`src/design/cls_pkg.sv`:
```
// ============================================================================
// cls_pkg: shared types and constants of the script tokenizer
// Lexer modes, token kinds, the result record and the byte classifier.
// ============================================================================
`default_nettype none

package cls_pkg;

    typedef enum logic [2:0] {
        MODE_IDLE  = 3'd0,
        MODE_WORD  = 3'd1,
        MODE_STR   = 3'd2,
        MODE_CHR   = 3'd3,
        MODE_LCOM  = 3'd4,
        MODE_BCOM  = 3'd5,
        MODE_BSTAR = 3'd6
    } lex_mode_t;

    typedef enum logic [1:0] {
        KIND_WORD = 2'd0,
        KIND_OP   = 2'd1,
        KIND_STR  = 2'd2,
        KIND_CHR  = 2'd3
    } tok_kind_t;

    localparam logic [7:0] CH_LF     = 8'h0a;
    localparam logic [7:0] CH_CR     = 8'h0d;
    localparam logic [7:0] CH_SP     = 8'h20;
    localparam logic [7:0] CH_TAB    = 8'h09;
    localparam logic [7:0] CH_SLASH  = 8'h2f;
    localparam logic [7:0] CH_STAR   = 8'h2a;
    localparam logic [7:0] CH_DQUOTE = 8'h22;
    localparam logic [7:0] CH_SQUOTE = 8'h27;

    localparam int Q_DEPTH    = 4;
    localparam int Q_PTR_BITS = 2;
    localparam int Q_CNT_BITS = 3;

    // One token byte without its line number.
    typedef struct packed {
        logic      has;
        logic [7:0] ch;
        logic      start;
        tok_kind_t kind;
    } tok_res_t;

    // Fixed part of one queue entry: one or two beats caused by one input byte.
    typedef struct packed {
        logic     fin;
        logic     two;
        tok_res_t r0;
        tok_res_t r1;
    } cls_entry_t;

    // Outcome of one content byte in the current mode.
    typedef struct packed {
        lex_mode_t mode;
        logic      slash;
        logic      take;
        logic      emit;
        tok_res_t  res;
    } cont_t;

    function automatic logic is_space(input logic [7:0] c);
        return (c == CH_SP) || (c == CH_TAB) || (c == CH_CR) || (c == CH_LF);
    endfunction

    function automatic logic is_opbyte(input logic [7:0] c);
        logic r;
        unique case (c) inside
            8'h2b, 8'h2d, 8'h2a, 8'h2f, 8'h25, 8'h3d, 8'h21, 8'h26, 8'h7c,
            8'h3e, 8'h3c, 8'h5c, 8'h3a, 8'h3b, 8'h22, 8'h27, 8'h28, 8'h29,
            8'h5b, 8'h5d, 8'h7b, 8'h7d, 8'h2e, 8'h2c, 8'h3f, 8'h23: r = 1'b1;
            default: r = 1'b0;
        endcase
        return r;
    endfunction

    // Mode after a line break.
    function automatic lex_mode_t new_line_mode(input lex_mode_t m);
        lex_mode_t r;
        r = m;
        if (m == MODE_WORD || m == MODE_LCOM)
            r = MODE_IDLE;
        else if (m == MODE_BSTAR)
            r = MODE_BCOM;
        return r;
    endfunction

    // Handles one byte that is not a line feed, with no slash held.
    function automatic cont_t lex_content(input lex_mode_t m, input logic [7:0] c);
        cont_t r;
        r.mode      = m;
        r.slash     = 1'b0;
        r.take      = 1'b0;
        r.emit      = 1'b0;
        r.res.has   = 1'b1;
        r.res.ch    = c;
        r.res.start = 1'b0;
        r.res.kind  = KIND_WORD;
        case (m)
            MODE_STR:
            begin
                r.emit     = 1'b1;
                r.res.kind = KIND_STR;
                if (c == CH_DQUOTE)
                    r.mode = MODE_IDLE;
            end
            MODE_CHR:
            begin
                r.emit     = 1'b1;
                r.res.kind = KIND_CHR;
                if (c == CH_SQUOTE)
                    r.mode = MODE_IDLE;
            end
            MODE_LCOM:
            begin
            end
            MODE_BCOM:
            begin
                if (c == CH_STAR)
                    r.mode = MODE_BSTAR;
            end
            MODE_BSTAR:
            begin
                if (c == CH_SLASH)
                    r.mode = MODE_IDLE;
                else if (c != CH_STAR)
                    r.mode = MODE_BCOM;
            end
            default:
            begin
                if (is_space(c)) begin
                    r.mode = MODE_IDLE;
                end else if (is_opbyte(c)) begin
                    r.mode      = MODE_IDLE;
                    r.take      = 1'b1;
                    r.res.start = 1'b1;
                    if (c == CH_DQUOTE) begin
                        r.mode     = MODE_STR;
                        r.emit     = 1'b1;
                        r.res.kind = KIND_STR;
                    end else if (c == CH_SQUOTE) begin
                        r.mode     = MODE_CHR;
                        r.emit     = 1'b1;
                        r.res.kind = KIND_CHR;
                    end else if (c == CH_SLASH) begin
                        r.slash = 1'b1;
                    end else begin
                        r.emit     = 1'b1;
                        r.res.kind = KIND_OP;
                    end
                end else if (m == MODE_WORD) begin
                    r.emit = 1'b1;
                end else begin
                    r.mode      = MODE_WORD;
                    r.take      = 1'b1;
                    r.emit      = 1'b1;
                    r.res.start = 1'b1;
                end
            end
        endcase
        return r;
    endfunction

endpackage

`default_nettype wire

```
`src/design/cls_front.sv`:
```
// ============================================================================
// cls_front: byte classifier and lexer mode machine
// Decides each accepted byte combinationally and pushes its beats to the queue.
// ============================================================================
`default_nettype none

module cls_front #(
    parameter int LINE_BITS = 20
) (
    input  wire logic                 clk,
    input  wire logic                 rst_n,
    input  wire logic                 in_valid,
    input  wire logic [7:0]           text_byte,
    input  wire logic                 final_byte,
    input  wire logic                 q_full,
    output logic                      push,
    output cls_pkg::cls_entry_t       push_info,
    output logic [LINE_BITS-1:0]      push_line0,
    output logic [LINE_BITS-1:0]      push_line1
);

    localparam logic [LINE_BITS-1:0] LINE_MAX = {LINE_BITS{1'b1}};
    localparam int NCAND = 5;

    cls_pkg::lex_mode_t    mode_reg, mode_next;
    logic                  slash_reg, slash_next;
    logic                  cr_reg, cr_next;
    logic [LINE_BITS-1:0]  line_reg, line_next;
    logic [LINE_BITS-1:0]  tok_line_reg, tok_line_next;

    cls_pkg::lex_mode_t    mode_w;
    logic                  slash_w, cr_w, done_w, found0, found1;
    logic [LINE_BITS-1:0]  lc_w, tl_w;
    cls_pkg::cont_t        cont_a, cont_b;
    logic [NCAND-1:0]      ev;
    cls_pkg::tok_res_t     er [NCAND];
    logic [LINE_BITS-1:0]  el [NCAND];
    logic                  accept;

    function automatic logic [LINE_BITS-1:0] line_inc(input logic [LINE_BITS-1:0] v);
        return (v == LINE_MAX) ? v : v + {{(LINE_BITS-1){1'b0}}, 1'b1};
    endfunction

    assign accept = in_valid && !q_full;

    // The step is worked through in the order of its phases: a held CR first,
    // then the byte itself, then the end of text. Beats land in fixed
    // candidate slots and are packed afterwards.
    always_comb
    begin
        mode_w  = mode_reg;
        slash_w = slash_reg;
        cr_w    = cr_reg;
        lc_w    = line_reg;
        tl_w    = tok_line_reg;
        done_w  = 1'b0;
        ev      = '0;
        cont_a  = cls_pkg::lex_content(mode_reg, cls_pkg::CH_CR);
        for (int i = 0; i < NCAND; i++) begin
            er[i] = '0;
            el[i] = '0;
        end

        if (cr_reg) begin
            cr_w = 1'b0;
            if (text_byte == cls_pkg::CH_LF) begin
                mode_w = cls_pkg::new_line_mode(mode_w);
                lc_w   = line_inc(lc_w);
                done_w = 1'b1;
            end else begin
                mode_w = cont_a.mode;
                if (cont_a.take)
                    tl_w = lc_w;
                if (cont_a.slash)
                    slash_w = 1'b1;
                ev[0] = cont_a.emit;
                er[0] = cont_a.res;
                el[0] = tl_w;
            end
        end

        cont_b = cls_pkg::lex_content(mode_w, text_byte);

        if (!done_w) begin
            if (text_byte == cls_pkg::CH_LF) begin
                if (slash_w) begin
                    slash_w = 1'b0;
                    ev[1]   = 1'b1;
                    er[1]   = '{has: 1'b1, ch: cls_pkg::CH_SLASH, start: 1'b1,
                                kind: cls_pkg::KIND_OP};
                    el[1]   = lc_w;
                end
                mode_w = cls_pkg::new_line_mode(mode_w);
                lc_w   = line_inc(lc_w);
            end else if (text_byte == cls_pkg::CH_CR &&
                         (mode_w == cls_pkg::MODE_STR || mode_w == cls_pkg::MODE_CHR)) begin
                if (!final_byte)
                    cr_w = 1'b1;
            end else if (text_byte == cls_pkg::CH_CR && final_byte) begin
                // A CR that ends the text is dropped.
            end else if (slash_w && text_byte == cls_pkg::CH_SLASH) begin
                slash_w = 1'b0;
                mode_w  = cls_pkg::MODE_LCOM;
            end else if (slash_w && text_byte == cls_pkg::CH_STAR) begin
                slash_w = 1'b0;
                mode_w  = cls_pkg::MODE_BCOM;
            end else begin
                if (slash_w) begin
                    slash_w = 1'b0;
                    ev[1]   = 1'b1;
                    er[1]   = '{has: 1'b1, ch: cls_pkg::CH_SLASH, start: 1'b1,
                                kind: cls_pkg::KIND_OP};
                    el[1]   = lc_w;
                end
                mode_w = cont_b.mode;
                if (cont_b.take)
                    tl_w = lc_w;
                if (cont_b.slash)
                    slash_w = 1'b1;
                ev[2] = cont_b.emit;
                er[2] = cont_b.res;
                el[2] = tl_w;
            end
        end

        if (final_byte) begin
            if (slash_w) begin
                slash_w = 1'b0;
                ev[3]   = 1'b1;
                er[3]   = '{has: 1'b1, ch: cls_pkg::CH_SLASH, start: 1'b1,
                            kind: cls_pkg::KIND_OP};
                el[3]   = lc_w;
            end
            // Bare end marker when the final byte gave no token byte.
            ev[4] = (ev[3:0] == '0);
            el[4] = lc_w;
        end

        found0     = 1'b0;
        found1     = 1'b0;
        push_info  = '0;
        push_line0 = '0;
        push_line1 = '0;
        for (int i = 0; i < NCAND; i++) begin
            if (ev[i]) begin
                if (!found0) begin
                    found0       = 1'b1;
                    push_info.r0 = er[i];
                    push_line0   = el[i];
                end else if (!found1) begin
                    found1       = 1'b1;
                    push_info.r1 = er[i];
                    push_line1   = el[i];
                end
            end
        end
        push_info.two = found1;
        push_info.fin = final_byte;
        push          = accept && found0;

        if (final_byte) begin
            mode_next     = cls_pkg::MODE_IDLE;
            slash_next    = 1'b0;
            cr_next       = 1'b0;
            line_next     = '0;
            tok_line_next = '0;
        end else begin
            mode_next     = mode_w;
            slash_next    = slash_w;
            cr_next       = cr_w;
            line_next     = lc_w;
            tok_line_next = tl_w;
        end
    end

    always_ff @(posedge clk or negedge rst_n)
    begin
        if (!rst_n) begin
            mode_reg     <= cls_pkg::MODE_IDLE;
            slash_reg    <= 1'b0;
            cr_reg       <= 1'b0;
            line_reg     <= '0;
            tok_line_reg <= '0;
        end else if (accept) begin
            mode_reg     <= mode_next;
            slash_reg    <= slash_next;
            cr_reg       <= cr_next;
            line_reg     <= line_next;
            tok_line_reg <= tok_line_next;
        end
    end

endmodule

`default_nettype wire

```
`src/design/cls_queue.sv`:
```
// ============================================================================
// cls_queue: short entry queue between lexer and output side
// Holds up to four entries, each the beats of one input byte.
// ============================================================================
`default_nettype none

module cls_queue #(
    parameter int LINE_BITS = 20
) (
    input  wire logic                 clk,
    input  wire logic                 rst_n,
    input  wire logic                 push,
    input  wire cls_pkg::cls_entry_t  push_info,
    input  wire logic [LINE_BITS-1:0] push_line0,
    input  wire logic [LINE_BITS-1:0] push_line1,
    input  wire logic                 pop,
    output logic                      full,
    output logic                      head_valid,
    output cls_pkg::cls_entry_t       head_info,
    output logic [LINE_BITS-1:0]      head_line0,
    output logic [LINE_BITS-1:0]      head_line1
);

    localparam logic [cls_pkg::Q_PTR_BITS-1:0] PTR_LAST =
        cls_pkg::Q_PTR_BITS'(cls_pkg::Q_DEPTH - 1);
    localparam logic [cls_pkg::Q_CNT_BITS-1:0] CNT_FULL =
        cls_pkg::Q_CNT_BITS'(cls_pkg::Q_DEPTH);

    cls_pkg::cls_entry_t                 info_mem  [cls_pkg::Q_DEPTH];
    logic [LINE_BITS-1:0]                line0_mem [cls_pkg::Q_DEPTH];
    logic [LINE_BITS-1:0]                line1_mem [cls_pkg::Q_DEPTH];
    logic [cls_pkg::Q_PTR_BITS-1:0]      wr_ptr_reg, wr_ptr_next;
    logic [cls_pkg::Q_PTR_BITS-1:0]      rd_ptr_reg, rd_ptr_next;
    logic [cls_pkg::Q_CNT_BITS-1:0]      count_reg, count_next;
    logic                                do_push, do_pop;

    assign full       = (count_reg == CNT_FULL);
    assign head_valid = (count_reg != '0);
    assign do_push    = push && !full;
    assign do_pop     = pop && head_valid;
    assign head_info  = info_mem[rd_ptr_reg];
    assign head_line0 = line0_mem[rd_ptr_reg];
    assign head_line1 = line1_mem[rd_ptr_reg];

    always_comb
    begin
        wr_ptr_next = wr_ptr_reg;
        rd_ptr_next = rd_ptr_reg;
        count_next  = count_reg;
        if (do_push)
            wr_ptr_next = (wr_ptr_reg == PTR_LAST) ? '0 : wr_ptr_reg + 1'b1;
        if (do_pop)
            rd_ptr_next = (rd_ptr_reg == PTR_LAST) ? '0 : rd_ptr_reg + 1'b1;
        if (do_push && !do_pop)
            count_next = count_reg + 1'b1;
        else if (do_pop && !do_push)
            count_next = count_reg - 1'b1;
    end

    always_ff @(posedge clk or negedge rst_n)
    begin
        if (!rst_n) begin
            wr_ptr_reg <= '0;
            rd_ptr_reg <= '0;
            count_reg  <= '0;
        end else begin
            wr_ptr_reg <= wr_ptr_next;
            rd_ptr_reg <= rd_ptr_next;
            count_reg  <= count_next;
        end
    end

    always_ff @(posedge clk)
    begin
        if (do_push) begin
            info_mem[wr_ptr_reg]  <= push_info;
            line0_mem[wr_ptr_reg] <= push_line0;
            line1_mem[wr_ptr_reg] <= push_line1;
        end
    end

endmodule

`default_nettype wire

```
`src/design/cls_back.sv`:
```
// ============================================================================
// cls_back: output sequencer
// Sends the head entry out as one or two beats and frees it after its last.
// ============================================================================
`default_nettype none

module cls_back #(
    parameter int LINE_BITS = 20
) (
    input  wire logic                 clk,
    input  wire logic                 rst_n,
    input  wire logic                 head_valid,
    input  wire cls_pkg::cls_entry_t  head_info,
    input  wire logic [LINE_BITS-1:0] head_line0,
    input  wire logic [LINE_BITS-1:0] head_line1,
    output logic                      pop,
    output logic                      out_valid,
    input  wire logic                 out_stall,
    output logic                      has_char,
    output logic [7:0]                token_char,
    output logic                      token_start,
    output logic [1:0]                token_kind,
    output logic [LINE_BITS-1:0]      line_number,
    output logic                      run_last,
    output logic                      text_end
);

    logic              second_reg, second_next;
    logic              use_second, beat_done;
    cls_pkg::tok_res_t sel;

    assign use_second  = head_info.two && second_reg;
    assign sel         = use_second ? head_info.r1 : head_info.r0;
    assign out_valid   = head_valid;
    assign has_char    = sel.has;
    assign token_char  = sel.ch;
    assign token_start = sel.start;
    assign token_kind  = sel.kind;
    assign line_number = use_second ? head_line1 : head_line0;
    assign run_last    = !head_info.two || second_reg;
    assign text_end    = head_info.fin && run_last;
    assign beat_done   = head_valid && !out_stall;
    assign pop         = beat_done && run_last;

    always_comb
    begin
        second_next = second_reg;
        if (beat_done)
            second_next = !run_last;
    end

    always_ff @(posedge clk or negedge rst_n)
    begin
        if (!rst_n)
            second_reg <= 1'b0;
        else
            second_reg <= second_next;
    end

endmodule

`default_nettype wire

```
`src/design/c_like_script_tokenizer.sv`:
```
// ============================================================================
// c_like_script_tokenizer: streaming tokenizer for C-like script text
// Strips whitespace and comments and tags every token byte with its kind,
// a token start flag and the line where the token began.
// ============================================================================
//
//  Channel | Handshake              | Beat contents
//  --------+------------------------+-----------------------------------------
//  input   | in_valid / in_stall    | text_byte, final_byte
//  output  | out_valid / out_stall  | has_char, token_char, token_start,
//          |                        | token_kind, line_number, run_last, text_end
//
//  The lexer decides one byte per cycle while the queue is not full and puts
//  each accepted byte's beats into the queue. A byte makes zero, one or two
//  beats; the output sends one beat per cycle while out_stall is low, so a
//  byte with two beats holds its entry until both are sent. The four-entry
//  queue lets input flow on while the output is stalled; in_stall rises only
//  when the queue is full. Reset clears the lexer state and empties the queue.
//
`default_nettype none

module c_like_script_tokenizer #(
    parameter int LINE_BITS = 20
) (
    input  wire logic                 clk,
    input  wire logic                 rst_n,
    input  wire logic                 in_valid,
    output logic                      in_stall,
    input  wire logic [7:0]           text_byte,
    input  wire logic                 final_byte,
    output logic                      out_valid,
    input  wire logic                 out_stall,
    output logic                      has_char,
    output logic [7:0]                token_char,
    output logic                      token_start,
    output logic [1:0]                token_kind,
    output logic [LINE_BITS-1:0]      line_number,
    output logic                      run_last,
    output logic                      text_end
);

    logic                 push, pop, q_full, head_valid;
    cls_pkg::cls_entry_t  push_info, head_info;
    logic [LINE_BITS-1:0] push_line0, push_line1, head_line0, head_line1;

    assign in_stall = q_full;

    cls_front #(.LINE_BITS(LINE_BITS)) u_front (
        .clk        (clk),
        .rst_n      (rst_n),
        .in_valid   (in_valid),
        .text_byte  (text_byte),
        .final_byte (final_byte),
        .q_full     (q_full),
        .push       (push),
        .push_info  (push_info),
        .push_line0 (push_line0),
        .push_line1 (push_line1)
    );

    cls_queue #(.LINE_BITS(LINE_BITS)) u_queue (
        .clk        (clk),
        .rst_n      (rst_n),
        .push       (push),
        .push_info  (push_info),
        .push_line0 (push_line0),
        .push_line1 (push_line1),
        .pop        (pop),
        .full       (q_full),
        .head_valid (head_valid),
        .head_info  (head_info),
        .head_line0 (head_line0),
        .head_line1 (head_line1)
    );

    cls_back #(.LINE_BITS(LINE_BITS)) u_back (
        .clk         (clk),
        .rst_n       (rst_n),
        .head_valid  (head_valid),
        .head_info   (head_info),
        .head_line0  (head_line0),
        .head_line1  (head_line1),
        .pop         (pop),
        .out_valid   (out_valid),
        .out_stall   (out_stall),
        .has_char    (has_char),
        .token_char  (token_char),
        .token_start (token_start),
        .token_kind  (token_kind),
        .line_number (line_number),
        .run_last    (run_last),
        .text_end    (text_end)
    );

endmodule

`default_nettype wire

```
`config.mk`:
```
export PLATFORM = sky130hd
export DESIGN_NAME = c_like_script_tokenizer
export DESIGN_NICKNAME = d
export VERILOG_FILES = /design/src/design/cls_pkg.sv /design/src/design/cls_front.sv /design/src/design/cls_queue.sv /design/src/design/cls_back.sv /design/src/design/c_like_script_tokenizer.sv
export SDC_FILE = /design/constraint.sdc
export NUM_CORES = 1
export LEC_CHECK = 0
export ABC_CLOCK_PERIOD_IN_PS = 6600
export BUFFER_PORTS_ARGS = -buffer_cell sky130_fd_sc_hd__buf_2
export CORE_UTILIZATION = 60
export CTS_CLUSTER_DIAMETER = 60
export CTS_CLUSTER_SIZE = 10
export DETAILED_ROUTE_END_ITERATION = 16
export PLACE_DENSITY = 0.77
export SETUP_SLACK_MARGIN = 0.3
export SYNTH_ARGS = -nofsm -noshare
export SYNTH_HDL_FRONTEND = slang
export SYNTH_HIERARCHICAL = 1
export SYNTH_SLANG_ARGS = --single-unit
```
`constraint.sdc`:
```
create_clock -name clk -period 6.6 [get_ports clk]
set_input_delay 0.33 -clock clk [delete_from_list [all_inputs] [get_ports clk]]
set_output_delay 0.33 -clock clk [all_outputs]
set_load 0.1 [all_outputs]
```
==> out/summary.txt, run 1 <==
================================================================================
Mapped cell area                                                       15740 um2
Count of nets after finishing                                               1202
Largest register by flop count                                      u_queue/info_mem
Core footprint                                                         25470 um2
TritonCTS buffer count                                                        39
Hold Slack                                                             0.1058 ns
Critical path buffers and inverters                                            0
Drt via density                                                            6.740
Period utilization                                                        0.7371
Final GP Congestion                                                       0.9796
Number of inserted diodes                                                      0
Number of antenna violations at the first check in global routing              0
# port buffers                                                                48
Hold Vio Cnt, Final                                                            0
CTS clock-pin slew for the worst setup and hold paths                    0.06 ns
Slew HR                                                                   0.2838
Clock tree sinks                                                             317
Switching component of the power                                        3.416 mW
Number of global-route vias before repair                                  10208
Most numerous cell in the Yosys netlist                             sky130_fd_sc_hd__edfxtp_1
Syn_area_per_cell                                                      13.73 um2
Total power per unit cell area                                      473.5 nW/um2
Root Buffer Master                                                  sky130_fd_sc_hd__clkbuf_16
Crit path max-delay family                                          simple AND/OR/NAND/NOR gates
Global-route congestion overflow total                                         0
Share of total power consumed by net switching                            0.4173
Count of state elements after synthesis                                      317
Max Cap Violations                                                             0
Most used routing layer in global routing                                   met2
Period minus WS final                                                   4.865 ns
Top cells by area in the synthesized netlist                        sky130_fd_sc_hd__edfxtp_1 (50%), sky130_fd_sc_hd__mux4_2 (9.4%), sky130_fd_sc_hd__dfrtp_1 (8.4%)
Worst ir drop on vdd                                                   0.8497 mV
Count of vias placed by the detailed router                                10387
Global-route wire length before repair                                  61330 um
# setup viols final                                                            0
Slowest cell delay on critical path                                      0.69 ns
Lkg Pwr                                                                 6.025 nW
Vert. Die Dim                                                           164.0 um
Worst clock skew on the final layout                                  0.02004 ns
Post-DP HPWL                                                            25330 um
Largest net degree at the start of global routing                             67
DRC violations left                                                            0
Number of warnings reported in the yosys synthesis log                         6
Hold crit path type                                                    in -> reg
Setup repair after global routing missed its margin                           no
Total routing usage reported by global routing                            0.3077
Data arrival time at the worst-slack endpoint                            5.09 ns
Met2 capacity usage during global routing                                 0.4817
Commonest cells in the netlist                                      sky130_fd_sc_hd__edfxtp_1 (264), sky130_fd_sc_hd__nand2_1 (110), sky130_fd_sc_hd__o21ai_0 (78)
Routed wire per std cell                                                26.05 um
Nets in the synthesized netlist                                             1168
Count of flip-flops with a built-in enable after synthesis                   264
Async set-or-reset flop fraction in the synthesized netlist               0.1672
Series of cell instances along the critical path                    ha_1 > nand3_2 > nor4_1 > a21oi_1 > a21oi_4 > or4b_4 > or4_4 > o21ai_2 > mux2i_1 > o21ai_0
Kind of critical path                                                 reg -> reg
CTS tree                                                                    done
Result of the run                                                   complete, no violations
Largest registers                                                   u_queue/info_mem x104, u_queue/line0_mem x80, u_queue/line1_mem x80
Proportion of power drawn by flip-flops and latches                        0.344
Number of nets with antenna violations after detailed routing                  0
Final Slew Violations                                                          0
Measured slew at the worst slew-check pin                               1.059 ns
Summed negative setup slack over all endpoints                              0 ns
Distinct cell type count of the synthesized netlist                           89
Latest clock arrival within the worst-skew pair                          0.52 ns
Main synth FF type                                                  sky130_fd_sc_hd__edfxtp_1
Number of buffers on the longest clock path                                    3
Die area                                                               26880 um2
Cell accounting for the most synthesized area                       sky130_fd_sc_hd__edfxtp_1
Starting Density                                                          0.6178
Critical path launch point type                                             flop
Part of the power in the clock network                                     0.236
Seq/Total Area, Yosys                                                     0.5880
Overall routed net length                                               40150 um
Total power draw                                                        8.184 mW
Internal power summed over all cells                                    4.769 mW
Layout Area Growth over Synthesis                                         9.843%
Max FFs per register                                                         104
Number of instances in the synthesized netlist                              1146
Worst path slowest cell                                             sky130_fd_sc_hd__or4_4
Standard-cell rows                                                            58
Fraction of met3 tracks used by global routing                           0.05960
Grt met1 use                                                              0.4389
Number of top-level pins                                                      49
Number of detailed-route iterations in the first pass                          5
Setup crit end kind                                                         flop
Maximum clock frequency                                                205.6 MHz
Highest fanout seen on the critical path                                      16
1st-iter DRT viols                                                          1432
Worst endpoint required time                                             6.83 ns
Share of total power in combinational logic                                0.420
Area share of the leading cell type in the synthesized netlist            0.5037
Ratio of cells with drive above 1 in the final layout                     0.2164
H-tree depth                                                                   2
Width of the chip                                                       164.0 um
================================================================================
## cell families (layout without fill, tap and decap cells)
| logic type | count (synthesis) | after routing | synth area share |
|---|---|---|---|
| AND/OR/NAND/NOR | 324 | 324 | 0.1091 |
| flip-flops | 317 | 317 | 0.5880 |
| AO/OA/AOI/OAI | 252 | 252 | 0.1063 |
| multiplexers | 121 | 121 | 0.1398 |
| buffers and inverters | 93 | 158 | 0.03252 |
| XOR/XNOR | 30 | 30 | 0.01670 |
| adder cells (fa/ha/maj) | 9 | 9 | 0.007633 |
## metrics by stage
step | setup slack (ns) | std cells | cell area [um2] | utilization
2_1_floorplan | 1.370 | 1146 | 15740 | -
3_3_place_gp | 1.909 | 1468 | 16120 | 0.6330
3_5_place_dp | 1.878 | 1468 | 16120 | 0.6330
4_1_cts | 1.804 | 1541 | 17290 | 0.6787
5_1_grt | 1.533 | 1541 | 17290 | 0.6787
6_report | 1.735 | 1541 | 17290 | 0.6787
## per-layer routing
| metal | wire length [um] | part of all wire |
|---|---|---|
| met5 | 0 | 0 |
| met4 | 1005 | 0.025 |
| met3 | 3828 | 0.095 |
| met2 | 18720 | 0.47 |
| met1 | 16590 | 0.41 |
## path summary, 6_finish.rpt
path                                       from                       to  slack, ns  cells after the start
min in group asynchronous                 rst_n     u_front/line_reg[14]       0.52                      3
setup / recovery            u_front/line_reg[0]  u_queue/line0_mem[3][1]       1.74                     10
hold / removal                        out_stall        u_back/second_reg       0.11                      3
hold reg to reg            u_queue/count_reg[2]     u_queue/count_reg[2]       0.48                      1
max in group asynchronous                 rst_n    u_queue/rd_ptr_reg[0]       5.51                      3
setup reg to reg            u_front/line_reg[0]  u_queue/line0_mem[3][1]       1.74                     10
## layout by cell type, fill, tap and decap left out, types with 6 or more instances in the layout
cell type and instances:
sky130_fd_sc_hd__nor2b_1 9, sky130_fd_sc_hd__a22o_1 7, sky130_fd_sc_hd__xnor2_1 22, sky130_fd_sc_hd__mux2_4 30, sky130_fd_sc_hd__nand4_1 9, sky130_fd_sc_hd__o21a_1 7, sky130_fd_sc_hd__o22ai_1 10, sky130_fd_sc_hd__clkbuf_1 27
sky130_fd_sc_hd__inv_1 19, sky130_fd_sc_hd__clkbuf_16 40, sky130_fd_sc_hd__mux2_2 10, sky130_fd_sc_hd__buf_4 18, sky130_fd_sc_hd__mux4_2 66, sky130_fd_sc_hd__nand3_1 31, sky130_fd_sc_hd__a21oi_1 39, sky130_fd_sc_hd__nor2_1 56
sky130_fd_sc_hd__o21ai_1 13, sky130_fd_sc_hd__nand2b_1 10, sky130_fd_sc_hd__a211oi_1 7, sky130_fd_sc_hd__and3_1 18, sky130_fd_sc_hd__nand2_1 110, sky130_fd_sc_hd__ha_1 8, sky130_fd_sc_hd__nor3_1 21, sky130_fd_sc_hd__o21ai_0 77
sky130_fd_sc_hd__xor2_1 8, sky130_fd_sc_hd__o211ai_1 6, sky130_fd_sc_hd__dfrtp_1 51, sky130_fd_sc_hd__mux2i_1 15, sky130_fd_sc_hd__or3_1 7, sky130_fd_sc_hd__edfxtp_1 264, sky130_fd_sc_hd__a22oi_1 15, sky130_fd_sc_hd__buf_2 48
sky130_fd_sc_hd__a31oi_1 12
## layout make-up
type                            count  area, um2
Sequential cell                   317       9259
Fill cell                        1693       8185
Multi-Input combinational cell    736       6006
Clock buffer                       67       1102
Tap cell                          330      412.9
Timing Repair Buffer               67      385.4
Inverter                           19      71.32
Clock inverter                      5      50.05
## worst register-to-register path, delay by kind of cell, from the launching register on
family / cells / cell delay [ns]
adder cells (fa/ha/maj): 1 / 0.31
multiplexers: 1 / 0.16
AND/OR/NAND/NOR: 4 / 1.98
flip-flops: 1 / 0.54
AO/OA/AOI/OAI: 4 / 1.59
## power groups by stage
| stage | registers, mW | clock network, mW | logic, mW |
|---|---|---|---|
| 2_1_floorplan | 2.75 | 0 | 2.99 |
| 3_3_place_gp | 2.81 | 0 | 3.41 |
| 3_5_place_dp | 2.84 | 0 | 3.43 |
| 4_1_cts | 2.82 | 1.97 | 3.45 |
| 5_1_grt | 2.85 | 2.04 | 3.59 |
| 6_report | 2.81 | 1.93 | 3.44 |
## repair_timing
| item | CTS | global route |
|---|---|---|
| gates resized for setup | 0 | 0 |
| hold buffers | 1 | 0 |
| setup endpoints to repair | 0 | 0 |
| setup buffers | 0 | 0 |
| hold endpoints to repair | 46 | 0 |
(Power assumes the default switching activity.)
==> run 2, diff against run 1 <==
- ABC_CLOCK_PERIOD_IN_PS: 6600 -> 4700
- clock period: 6.6 -> 4.7 ns (I/O delays scaled with it)
==> run 2 against run 1 <==
Clock-buffer cell count increased by 1; non-clock buffer count increased by 41; worst hold slack got worse by 0.089 ns; cell area increased by 2.6%; maximum frequency increased by 14%; critical path type unchanged; critical endpoint is now u_queue/line0_mem[1][6]; highest routed layer unchanged.
==> out/summary.txt, run 2 (same netlist as run 1, synthesis figures left out) <==
================================================================================
Minimum setup slack after placement                                    0.3116 ns
Register-to-register path setup slack                                    0.43 ns
Starting Density                                                          0.6178
DRC violations left                                                            0
Final GP Congestion                                                       0.9834
Total power per unit cell area                                      657.2 nW/um2
Vert. Die Dim                                                           164.0 um
Largest register by flop count                                      u_queue/info_mem
# port buffers                                                                48
Slew HR                                                                   0.2257
Number of antenna violations at the first check in global routing              0
Register-to-Register Path Depth                                               10
Most used cells in the layout excluding fill and tap cells          sky130_fd_sc_hd__edfxtp_1 (264), sky130_fd_sc_hd__nand2_1 (110), sky130_fd_sc_hd__o21ai_0 (73)
Standard-cell rows                                                            58
Layout Area Growth over Synthesis                                         12.73%
Fin area                                                               17740 um2
Worst path setup slack after routing                                   0.4271 ns
Worst clock skew on the final layout                                  0.02101 ns
1st-iter DRT viols                                                          1470
Proportion of power drawn by flip-flops and latches                        0.338
Share of total power consumed by net switching                            0.4135
Commonest non-fill, non-tap cell in the layout                      sky130_fd_sc_hd__edfxtp_1
Setup crit end kind                                                         flop
Final-layout fill cell count                                                1657
Hold crit path type                                                    in -> reg
Start point of the worst min-delay path                                out_stall
H-tree depth                                                                   2
Max FFs per register                                                         104
Post-CTS repair timing setup buffer count                                      0
Measured slew at the worst slew-check pin                               1.161 ns
Result of the run                                                   complete, no violations
Lkg Pwr                                                                 6.276 nW
Core footprint                                                         25470 um2
Number of nets with antenna violations after detailed routing                  0
Largest registers                                                   u_queue/info_mem x104, u_queue/line0_mem x80, u_queue/line1_mem x80
CTS tree                                                                    done
Post-DP HPWL                                                            27060 um
Global-route wire length before repair                                  61420 um
Worst hold stages                                                              3
Overall routed net length                                               40820 um
Global-route congestion overflow total                                         0
Critical path launch point type                                             flop
Cell area reported after detailed placement                            16510 um2
Hold Slack                                                            0.01668 ns
Part of the power in the clock network                                     0.240
Routed wire per std cell                                                25.77 um
End of the worst register-to-register path                          u_queue/line0_mem[1][6]
Reg2reg start                                                       u_front/line_reg[0]
Total routing usage reported by global routing                            0.3100
Latest clock arrival within the worst-skew pair                          0.53 ns
Hold Vio Cnt, Final                                                            0
Period minus WS final                                                   4.273 ns
Internal power summed over all cells                                    6.838 mW
Width of the chip                                                       164.0 um
Setup repair after global routing missed its margin                           no
Final Slew Violations                                                          0
Switching component of the power                                        4.822 mW
Highest fanout seen on the critical path                                      16
Max Cap Violations                                                             0
Number of inserted diodes                                                      0
Share of total power in combinational logic                                0.422
TritonCTS buffer count                                                        40
Data arrival time at the worst-slack endpoint                            4.53 ns
Maximum clock frequency                                                234.0 MHz
End point of the worst hold path                                    u_back/second_reg
CTS clock-pin slew for the worst setup and hold paths                    0.05 ns
Count of nets after finishing                                               1244
Largest net degree at the start of global routing                             68
Count of vias placed by the detailed router                                10818
Total power draw                                                        11.66 mW
Die area                                                               26880 um2
Number of detailed-route iterations in the first pass                          6
Clock tree sinks                                                             317
Period utilization                                                        0.9091
Number of buffers on the longest clock path                                    3
Ratio of cells with drive above 1 in the final layout                     0.2496
Root Buffer Master                                                  sky130_fd_sc_hd__clkbuf_16
Kind of critical path                                                 reg -> reg
Worst endpoint required time                                             4.96 ns
# setup viols final                                                            0
Worst ir drop on vdd                                                    1.001 mV
Number of global-route vias before repair                                  10239
Number of top-level pins                                                      49
Drt via density                                                            6.830
================================================================================
==> run 2: cell types whose count changed in the layout (fill, tap and decap cells not counted), sizes merged <==
cell,previous run,this run
clkinv,1,3
buf,66,107
clkbuf,67,68
inv,22,21
==> run 2: repair_timing <==
action | CTS | global route
endpoints found under the hold margin | 53 | 0
cloned | 0 | 0
gates resized for setup | 1 | 6
hold buffers | 1 | 0
endpoints found under the setup margin | 2 | 68
==> run 2: cell type report <==
type / instances / area (um2) / share of cell area
multi-input cells: 736 / 6035 / 0.3402
clock buffers: 68 / 1149 / 0.06474
flip-flops and latches: 317 / 9259 / 0.5219
clock inverters: 6 / 58.81 / 0.003315
inverters: 19 / 71.32 / 0.004020
repair buffers: 108 / 755.7 / 0.04260
well taps: 330 / 412.9 / 0.02327
==> run 2: worst max-delay path by stage <==
| stage | startpoint | to | slack [ns] | depth (start not counted) |
|---|---|---|---|---|
| floorplan | text_byte[0] | u_queue/info_mem[3][0] | -0.19 | 9 |
| detailed placement | u_front/line_reg[0] | u_queue/line0_mem[0][0] | 0.31 | 10 |
| global route | u_front/line_reg[0] | u_queue/line0_mem[2][13] | 0.31 | 10 |
| finish | u_front/line_reg[0] | u_queue/line0_mem[1][6] | 0.43 | 10 |
| global placement | u_front/line_reg[0] | u_queue/line0_mem[0][8] | 0.50 | 10 |
| CTS | u_front/line_reg[0] | u_queue/line0_mem[1][4] | 0.37 | 10 |
==> run 2: through the flow <==
stage	utilization	setup TNS, ns	cells
after floorplan	-	-12.34	1146
after global placement	0.6481	0	1509
after detailed placement	0.6481	0	1509
after CTS	0.6958	0	1584
after global routing	0.6965	0	1584
final	0.6965	0	1584
==> run 2: power by group through the flow <==
stage                     combinational, mW  sequential (mW)  clock (mW)
final                                  4.92             3.94        2.80
after global routing                   5.12             3.99        2.95
after CTS                              4.95             3.95        2.83
after detailed placement               4.92             3.99           0
after global placement                 4.85             3.95           0
after floorplan                        4.21             3.86           0
==> run 2: critical path, cell delays in order, from the launching register on <==
cell                       delay, ns
sky130_fd_sc_hd__dfrtp_1        0.52
sky130_fd_sc_hd__ha_1           0.32
sky130_fd_sc_hd__and3_2         0.31
sky130_fd_sc_hd__nand3_1        0.22
sky130_fd_sc_hd__o211ai_2       0.25
sky130_fd_sc_hd__xor2_1         0.25
sky130_fd_sc_hd__or4b_4         0.64
sky130_fd_sc_hd__or4_4          0.70
sky130_fd_sc_hd__o21ai_1        0.19
sky130_fd_sc_hd__mux2i_1        0.14
sky130_fd_sc_hd__o21ai_0        0.45
==> run 2: per-layer routing <==
layer | track usage | share of wire | vias to the layer above
li1 | - | - | 4637
met1 | 0.4553 | 0.41 | 5332
met2 | 0.4638 | 0.44 | 743
met3 | 0.06970 | 0.11 | 106
met4 | 0.09428 | 0.032 | 0
met5 | 0 | 0 | -
